--- src/design/plmr_pkg.sv ---
// ----------------------------------------------------------------------------
// plmr_pkg: shared types and constants for the face reconstruction core
// Sample and limiter widths, and the tag that travels down the pipeline.
// ----------------------------------------------------------------------------
package plmr_pkg;

  // signed sample width and unsigned limiter steepness width
  localparam int SAMPLE_W  = 32;
  localparam int THETA_W   = 18;
  localparam int MAG_W     = SAMPLE_W + 1;
  localparam int IN_DATA_W = 3 * SAMPLE_W;

  // per-item control and bypass data carried alongside the slope magnitudes
  typedef struct packed {
    logic                valid;
    logic                active;
    logic                neg;
    logic [SAMPLE_W-1:0] mid;
  } tag_t;

endpackage

--- src/design/plmr_limiter.sv ---
// ----------------------------------------------------------------------------
// plmr_limiter: limiter candidates and their minimum
// Two register stages: theta*a, (a+b)/2 and theta*b, then the smallest.
// ----------------------------------------------------------------------------
module plmr_limiter #(
  parameter int FRAC_BITS = 16
) (
  input  logic                             clk,
  input  logic                             rst,
  input  logic                             en,
  input  plmr_pkg::tag_t                   tag_in,
  input  logic [plmr_pkg::MAG_W-1:0]       a,
  input  logic [plmr_pkg::MAG_W-1:0]       b,
  input  logic [plmr_pkg::THETA_W-1:0]     theta,
  output plmr_pkg::tag_t                   tag_out,
  output logic [((plmr_pkg::THETA_W + plmr_pkg::MAG_W) > (plmr_pkg::MAG_W + FRAC_BITS)
                 ? (plmr_pkg::THETA_W + plmr_pkg::MAG_W)
                 : (plmr_pkg::MAG_W + FRAC_BITS))-1:0] m
);

  localparam int PW = plmr_pkg::THETA_W + plmr_pkg::MAG_W;
  localparam int HW = plmr_pkg::MAG_W + FRAC_BITS;
  localparam int MW = (PW > HW) ? PW : HW;

  plmr_pkg::tag_t tag_p;
  logic [MW-1:0]  c1;
  logic [MW-1:0]  c2;
  logic [MW-1:0]  c3;
  logic [plmr_pkg::MAG_W:0] sum_ab;
  logic           lt12;
  logic           lt13;
  logic           lt23;
  logic [MW-1:0]  m_next;

  // candidate products and the half sum scaled to the product format
  assign sum_ab = (plmr_pkg::MAG_W+1)'(a) + (plmr_pkg::MAG_W+1)'(b);

  always_ff @(posedge clk) begin
    if (en) begin
      c1 <= MW'(theta) * MW'(a);
      c2 <= MW'(sum_ab) << (FRAC_BITS - 1);
      c3 <= MW'(theta) * MW'(b);
    end
  end

  // minimum of three from parallel compares
  assign lt12 = c1 < c2;
  assign lt13 = c1 < c3;
  assign lt23 = c2 < c3;

  always_comb begin
    if (lt12 && lt13) begin
      m_next = c1;
    end else if (!lt12 && lt23) begin
      m_next = c2;
    end else begin
      m_next = c3;
    end
  end

  always_ff @(posedge clk) begin
    if (en) begin
      m <= m_next;
    end
  end

  // tag follows the two stages
  always_ff @(posedge clk) begin
    if (rst) begin
      tag_p.valid   <= 1'b0;
      tag_out.valid <= 1'b0;
    end else if (en) begin
      tag_p.valid   <= tag_in.valid;
      tag_out.valid <= tag_p.valid;
    end
    if (en) begin
      tag_p.active   <= tag_in.active;
      tag_p.neg      <= tag_in.neg;
      tag_p.mid      <= tag_in.mid;
      tag_out.active <= tag_p.active;
      tag_out.neg    <= tag_p.neg;
      tag_out.mid    <= tag_p.mid;
    end
  end

endmodule

--- src/design/plm_limited_face_reconstruction_core.sv ---
// ----------------------------------------------------------------------------
// plm_limited_face_reconstruction_core: limited linear face reconstruction
// Generalized minmod limited face value from three neighboring cell samples.
// ----------------------------------------------------------------------------
// Usage
//   s_* channel: one beat per stencil, s_tdata = {next, mid, prev} with prev in
//   the lowest 32 bits, s_tuser[0] = face side (0 right face, 1 left face).
//   m_* channel: one beat per stencil, the saturated face value in Q format.
//   cfg_* channel: writes the limiter steepness theta; cfg_ready is always
//   high, write only while no beat is in flight.
// Timing
//   Four register stages: slope magnitudes, limiter candidates, their
//   minimum, then rounding/add/clamp into the output register. A beat taken
//   at edge n passes these registers in order to m_*; one beat per cycle unless m_tready stalls the output.
// Reset and stall
//   rst (synchronous) empties the pipeline and sets theta to 2.0.
//   When the receiver holds m_tready low with a beat pending, the whole
//   pipeline holds; s_tready drops and nothing is lost or repeated. Bubbles
//   ahead of the output register still move while it is empty.
// ----------------------------------------------------------------------------
module plm_limited_face_reconstruction_core #(
  parameter int FRAC_BITS = 16
) (
  input  logic                               clk,
  input  logic                               rst,
  // stencil input
  input  logic                               s_tvalid,
  output logic                               s_tready,
  input  logic [plmr_pkg::IN_DATA_W-1:0]     s_tdata,  // sample_prev, sample_mid, sample_next
  input  logic [0:0]                         s_tuser,  // face_side
  // face value output
  output logic                               m_tvalid,
  input  logic                               m_tready,
  output logic [plmr_pkg::SAMPLE_W-1:0]      m_tdata,  // face_value
  // limiter theta write
  input  logic                               cfg_valid,
  output logic                               cfg_ready,
  input  logic [plmr_pkg::THETA_W-1:0]       cfg_data
);

  localparam int SW = plmr_pkg::SAMPLE_W;
  localparam int AW = plmr_pkg::MAG_W;
  localparam int PW = plmr_pkg::THETA_W + plmr_pkg::MAG_W;
  localparam int HW = plmr_pkg::MAG_W + FRAC_BITS;
  localparam int MW = (PW > HW) ? PW : HW;
  localparam int OW = MW - FRAC_BITS;
  localparam int RW = OW + 2;
  localparam logic [63:0] THETA_RST_FULL = 64'd2 << FRAC_BITS;
  localparam logic [plmr_pkg::THETA_W-1:0] THETA_RST = THETA_RST_FULL[plmr_pkg::THETA_W-1:0];

  logic                         en;
  logic [plmr_pkg::THETA_W-1:0] theta;

  logic [SW-1:0]        in_prev;
  logic [SW-1:0]        in_mid;
  logic [SW-1:0]        in_next;
  logic signed [AW-1:0] dl;
  logic signed [AW-1:0] dr;

  plmr_pkg::tag_t t1;
  logic [AW-1:0]  a;
  logic [AW-1:0]  b;
  plmr_pkg::tag_t t3;
  logic [MW-1:0]  m;

  logic [MW:0]           rnd;
  logic [OW-1:0]         off;
  logic signed [RW-1:0]  off_ext;
  logic signed [RW-1:0]  mid_ext;
  logic signed [RW-1:0]  res;
  logic [RW-SW:0]        res_hi;
  logic [SW-1:0]         face_next;

  // the whole pipeline moves unless a held result waits
  assign en       = !m_tvalid || m_tready;
  assign s_tready = en;

  // theta register
  assign cfg_ready = 1'b1;

  always_ff @(posedge clk) begin
    if (rst) begin
      theta <= THETA_RST;
    end else if (cfg_valid && cfg_ready) begin
      theta <= cfg_data;
    end
  end

  // stage 1: one-sided differences, magnitudes and the limiter enable
  assign in_prev = s_tdata[SW-1:0];
  assign in_mid  = s_tdata[2*SW-1:SW];
  assign in_next = s_tdata[3*SW-1:2*SW];
  assign dl = $signed({in_mid[SW-1], in_mid}) - $signed({in_prev[SW-1], in_prev});
  assign dr = $signed({in_next[SW-1], in_next}) - $signed({in_mid[SW-1], in_mid});

  always_ff @(posedge clk) begin
    if (rst) begin
      t1.valid <= 1'b0;
    end else if (en) begin
      t1.valid <= s_tvalid;
    end
    if (en) begin
      a         <= dl[AW-1] ? AW'(-dl) : AW'(dl);
      b         <= dr[AW-1] ? AW'(-dr) : AW'(dr);
      t1.active <= (dl != '0) && (dr != '0) && (dl[AW-1] == dr[AW-1]);
      t1.neg    <= dr[AW-1] ^ s_tuser[0];
      t1.mid    <= in_mid;
    end
  end

  // stages 2 and 3: limiter candidates and their minimum
  plmr_limiter #(
    .FRAC_BITS(FRAC_BITS)
  ) u_limiter (
    .clk    (clk),
    .rst    (rst),
    .en     (en),
    .tag_in (t1),
    .a      (a),
    .b      (b),
    .theta  (theta),
    .tag_out(t3),
    .m      (m)
  );

  // stage 4: round half of the limited slope, apply sign, add, clamp
  assign rnd     = {1'b0, m} + ((MW+1)'(1) << FRAC_BITS);
  assign off     = rnd[MW:FRAC_BITS+1];
  assign off_ext = $signed(RW'(off));
  assign mid_ext = $signed({{(RW-SW){t3.mid[SW-1]}}, t3.mid});
  assign res     = t3.neg ? (mid_ext - off_ext) : (mid_ext + off_ext);
  assign res_hi  = res[RW-1:SW-1];

  always_comb begin
    if (!t3.active) begin
      face_next = t3.mid;
    end else if ((res_hi == '0) || (res_hi == '1)) begin
      face_next = res[SW-1:0];
    end else if (res[RW-1]) begin
      face_next = {1'b1, {(SW-1){1'b0}}};
    end else begin
      face_next = {1'b0, {(SW-1){1'b1}}};
    end
  end

  always_ff @(posedge clk) begin
    if (rst) begin
      m_tvalid <= 1'b0;
    end else if (en) begin
      m_tvalid <= t3.valid;
    end
  end

  always_ff @(posedge clk) begin
    if (en) begin
      m_tdata <= face_next;
    end
  end

  // a beat leaving the last stage lands in the output register
  assert property (@(posedge clk) disable iff (rst)
    (!rst && en && t3.valid) |=> m_tvalid)
    else $error("valid beat lost at the output register");

  // an item with flat or opposite slopes returns its middle sample
  assert property (@(posedge clk) disable iff (rst)
    (!rst && en && t3.valid && !t3.active) |=> (m_tdata == $past(t3.mid)))
    else $error("unlimited item did not return the middle sample");

  // a stall freezes the stage 1, stage 3 and output valid bits
  assert property (@(posedge clk) disable iff (rst)
    (!rst && !en) |=> $stable({t1.valid, t3.valid, m_tvalid}))
    else $error("pipeline moved during a stall");

endmodule
--- config.mk ---
export PLATFORM = sky130hd
export DESIGN_NAME = plm_limited_face_reconstruction_core
export DESIGN_NICKNAME = d
export VERILOG_FILES = /design/src/design/plmr_pkg.sv /design/src/design/plmr_limiter.sv /design/src/design/plm_limited_face_reconstruction_core.sv
export SDC_FILE = /design/constraint.sdc
export NUM_CORES = 2
export LEC_CHECK = 0
export ABC_AREA = 1
export BUFFER_PORTS_ARGS = -buffer_cell sky130_fd_sc_hd__buf_2
export CAP_MARGIN = 20
export CORE_MARGIN = 2
export CORE_UTILIZATION = 40
export CTS_CLUSTER_SIZE = 20
export DETAILED_ROUTE_END_ITERATION = 8
export PLACE_DENSITY_LB_ADDON = 0.3
export SYNTH_ARGS = -nofsm -noshare
export SYNTH_HDL_FRONTEND = slang
export SYNTH_SLANG_ARGS = --single-unit
--- constraint.sdc ---
create_clock -name clk -period 11.6 [get_ports clk]
set_clock_uncertainty 0.2 [all_clocks]
set_input_delay 2.32 -clock clk [delete_from_list [all_inputs] [get_ports clk]]
set_output_delay 2.32 -clock clk [all_outputs]
set_load 0.005 [all_outputs]
; Yosys cells after proc, flatten, opt, wreduce, memory -nomap -nowiden
; Cells that the tools add are included.
[classes]
n_reduce_logical = 11
n_eq_ne = 2
n_addsub = 8
bitwise = 1
mul = 2
n_mux = 8
order_cmp = 3
[op_table]
columns = cell, count
row1 = $mux 32, 5
row2 = $mul 18x33->51, 2
row3 = $mux 51, 2
row4 = $neg 33->33, 2
row5 = $reduce_bool 33->1, 2
row6 = $sub 32x32->33, 2
row7 = $add 51x17->52 const B, 1
row8 = $lt 49x51->1, 1
row9 = $lt 51x49->1, 1
row10 = $lt 51x51->1, 1
row11 = $add 32x36->37, 1
row12 = $mux 37, 1
row13 = $sub 32x36->37, 1
row14 = $add 33x33->34, 1
row15 = $eq 6x6->1 const B, 1
row16 = $logic_not 6->1, 1
row17 = $logic_and 1x1->1, 4
row18 = $logic_not 1->1, 2
row19 = $logic_or 1x1->1, 2
row20 = $eq 1x1->1, 1
row21 = $xor 1x1->1, 1
[totals]
regBits = 409
word_cells = 58
out_inout_bits = 35

; Longest topological paths before layout
[logic_depth]
word_depth = 7
ltp_mapped = 33

; Modules after synthesis
; A second synthesis with hierarchy kept.
[unflattened]
hier_cells = 9041
area_unflattened_um2 = 68771.0
[by_module_without_submodules]
columns = mod, cells_per_inst, n_inst, area_each_um2
row1 = plmr_limiter, 6682, 1, 53208.5
row2 = plm_limited_face_reconstruction_core, 2359, 1, 15562.4

; Least setup slack after synthesis
; No wires, ideal clock.
[synth_timing]
kind = input-to-output
from = in m_tready
to = out s_tready
arrival_ps = 9625
path_stages = 2
path_buffers = 0
slack_ps = -545
cell_sequence = nor2_1 > inv_1
[synth_via]
elab_chain_len = 1
[synth_lines]
columns = element, line
row1 = "start, declared", plm_limited_face_reconstruction_core.sv:33  ; input logic m_tready,
row2 = $logic_or 1x1->1, plm_limited_face_reconstruction_core.sv:75  ; assign en = !m_tvalid || m_tready;
row3 = "end, declared", plm_limited_face_reconstruction_core.sv:28  ; output logic s_tready,
; No other way between the ends.

; Worst setup path in the final report
[layout_timing]
from = reg theta[12] (netlist bit)
to = reg u_limiter.c3[47] (data pin)
[layout_via]
elab_chain_len = 1
[layout_lines]
columns = element, line
row1 = "start, declared", plm_limited_face_reconstruction_core.sv:52  ; logic [plmr_pkg::THETA_W-1:0] theta;
row2 = "start signal, assigned", plm_limited_face_reconstruction_core.sv:85  ; theta <= cfg_data;
row3 = $mul 18x33->51, plmr_limiter.sv:42  ; c3 <= MW'(theta) * MW'(b);
row4 = "end signal, assigned", plmr_limiter.sv:42
row5 = "end, declared", plmr_limiter.sv:28  ; logic [MW-1:0] c3;
; No other way between the ends.
; A chain may end at the register's enable or synchronous reset.

==> impl_metrics.tcl <==
set metrics [dict create \
    status "finished, final reports clean" \
    async_flop_share 0 \
    grt_pass1_vias 55400 \
    finalWeightedCongestion 0.963 \
    dr.pass1.iters 7 \
    io_pins 155 \
    synth_most_common_cell "inv_1" \
    synth_edf_count 371 \
    period_minus_slack_ps 8060 \
    antenna_found_initial 13 \
    cts_resized 0 \
    worst-setup-path-type "flip-flop to flip-flop" \
    max_freq_mhz 124 \
    max_cap_violations 0 \
    grt_max_degree 174 \
    chipWidth_um 411 \
    synthCells 8431 \
    grt-ovfl-total 0 \
    wirelength_um 208000 \
    die-area_um2 169000 \
    seq_area_frac_synth 0.175 \
    rsz0062_at_grt "no" \
    synthTopCellsByArea "fa_1, edfxtp_1, inv_1, nand2_1, ha_1" \
    pre_cts_ws_ps 3630 \
    synth_top_area_frac 0.302 \
    ys.flop_type "edfxtp_1" \
    final_nets 10000 \
    core_region_area_um2 165000 \
    drt-wirelength-per-cell_um 19.6 \
    grt_use_met2 0.395 \
    fp-row-count 149 \
    clkTransAtPathRegs_ps 60 \
    grt_use_met3 0.0534 \
    setup_viol 0 \
    worstSetupEndpointType "flip-flop" \
    maxSlewHeadroom 0.212 \
    yosysUniqueCellTypes 58 \
    start_util 0.402 \
    holdCritPathClass "flip-flop to flip-flop" \
    post_cts_buffers 0 \
    yosys_warnings 0 \
    worstPathRequired_ps 11860 \
    cts_tree "done" \
    setup_tns_ps 0 \
    cts_max_path_buffers 3 \
    die_h_um 411 \
    cp-start-kind "flip-flop" \
    synthTopCellsByCount "inv_1, nand2_1, fa_1" \
    vias 53900 \
    cts.sinks 393 \
    insertion_delay_ps 680 \
    cp_max_fo 37 \
    root_buffer "clkbuf_16" \
    area_delta_synth_final_pct 7.23 \
    drt-vias-per-instance 5.07 \
    syn-num-nets 10100 \
    gr-usage-all-layers 0.247 \
    ant_nets 0 \
    drt_iter0_drc 4355 \
    drc 0 \
    cp.arrival_ps 8310 \
    port_buffers 153 \
    hold_violations 0 \
    finalMaxSlewViolations 0 \
    worst_pin_slew_ps 1180 \
    finalWorstSetupSlack_ps 3540 \
    hpwlAfterDp_um 167000 \
    yosysTopAreaCell "fa_1" \
    htreeDepth 2 \
    period_share 0.694 \
    grtUsageMet1 0.331 \
    busiest_layer "met2" \
    drive_above_1_share 0.0442 \
    diodes 0 \
    syn_area_per_cell_um2 7.84 \
    ys_seq_elements 393 \
    grt_pass1_wl_um 321000 \
    cts_buffers 52 \
    synth_area_um2 66100 \
    cts_hold_buffers 0 \
]
path summary, 6_finish.rpt:
kind              cells after the start  slack (ps)                from              endpoint
setup / recovery                     22        3540           theta[12]      u_limiter.c3[47]
hold / removal                        0         220  u_limiter.tag_p[1]  u_limiter.tag_out[1]
setup reg to reg                     22        3540           theta[12]      u_limiter.c3[47]
hold reg to reg                       0         220  u_limiter.tag_p[1]  u_limiter.tag_out[1]
registers in the layout (all words and copies together), names as in the netlist:
signal,count
u_limiter.c1,51
m_tdata,32
u_limiter.tag_p,35
u_limiter.c2,34
theta,18
u_limiter.tag_out,35
m_tvalid,1
a,33
u_limiter.c3,51
u_limiter.m,35
t1,35
b,33
cells by family (layout without fill, tap and decap cells):
family	Yosys count	in the layout	synth area share
buffers and inverters	2450	2465	0.140
other	1	1	0.0000567
XOR/XNOR	290	290	0.0385
flip-flops	393	393	0.175
AND/OR/NAND/NOR	3045	3045	0.185
adder cells (fa/ha/maj)	1502	1502	0.397
AO/OA/AOI/OAI	750	750	0.0642
critical path, cell delays in order, from the launching register on:
cell and delay (ps):
dfxtp_2 870, buf_4 620, nand2_1 160, fa_1 560, inv_1 50, fa_1 560, fa_1 430, fa_1 460
fa_1 490, inv_1 50, fa_1 480, inv_1 40, ha_1 340, nand2_1 160, inv_1 70, a21oi_1 220
inv_1 70, a211oi_1 380, o21ai_0 170, a21oi_1 550, o21bai_1 220, a31oi_1 280, xor2_1 360
per-layer routing:
layer	part of all wire	up-vias	wire [µm]
li1	-	25300	-
met1	0.43	26500	88500
met2	0.45	1842	93900
met3	0.087	297	18100
met4	0.036	0	7550
met5	0	-	0
cell type report:
class	instances	area [µm²]
repair buffers	225	1410
inverters	2144	8050
fillers	16500	93700
multi-input cells	5588	45300
clock buffers	58	1320
clock inverters	38	477
flip-flops and latches	393	11600
well taps	2189	2740
per-stage QoR:
| stage | util | hold slack (ps) | cells | cell area, µm² |
|---|---|---|---|---|
| 6_report | 0.431 | 217 | 10600 | 70900 |
| 5_1_grt | 0.431 | 217 | 10600 | 70900 |
| 4_1_cts | 0.430 | 214 | 10600 | 70800 |
| 3_5_place_dp | 0.419 | 205 | 10500 | 69000 |
| 3_3_place_gp | 0.419 | 204 | 10500 | 69000 |
| 2_1_floorplan | - | 200 | 8431 | 66100 |
cell usage in the layout (no fill, tap or decap), types with 18 or more instances in the layout:
cell type	instances
a21o_1	19
nor2_1	520
o211ai_1	21
inv_1	2138
o21ai_0	177
xor2_1	186
edfxtp_1	371
o21a_1	23
fa_1	996
buf_4	66
clkbuf_16	52
nand3_1	257
buf_2	153
nor3_1	45
a31oi_1	55
nand3b_1	21
xnor2_1	103
nand4_1	69
nand2_1	2086
a21oi_1	364
dfxtp_2	18
ha_1	506
Power is left out: the tool's default activity adds up to more than one toggle a clock period on the data nets, which glitch-free logic cannot reach.
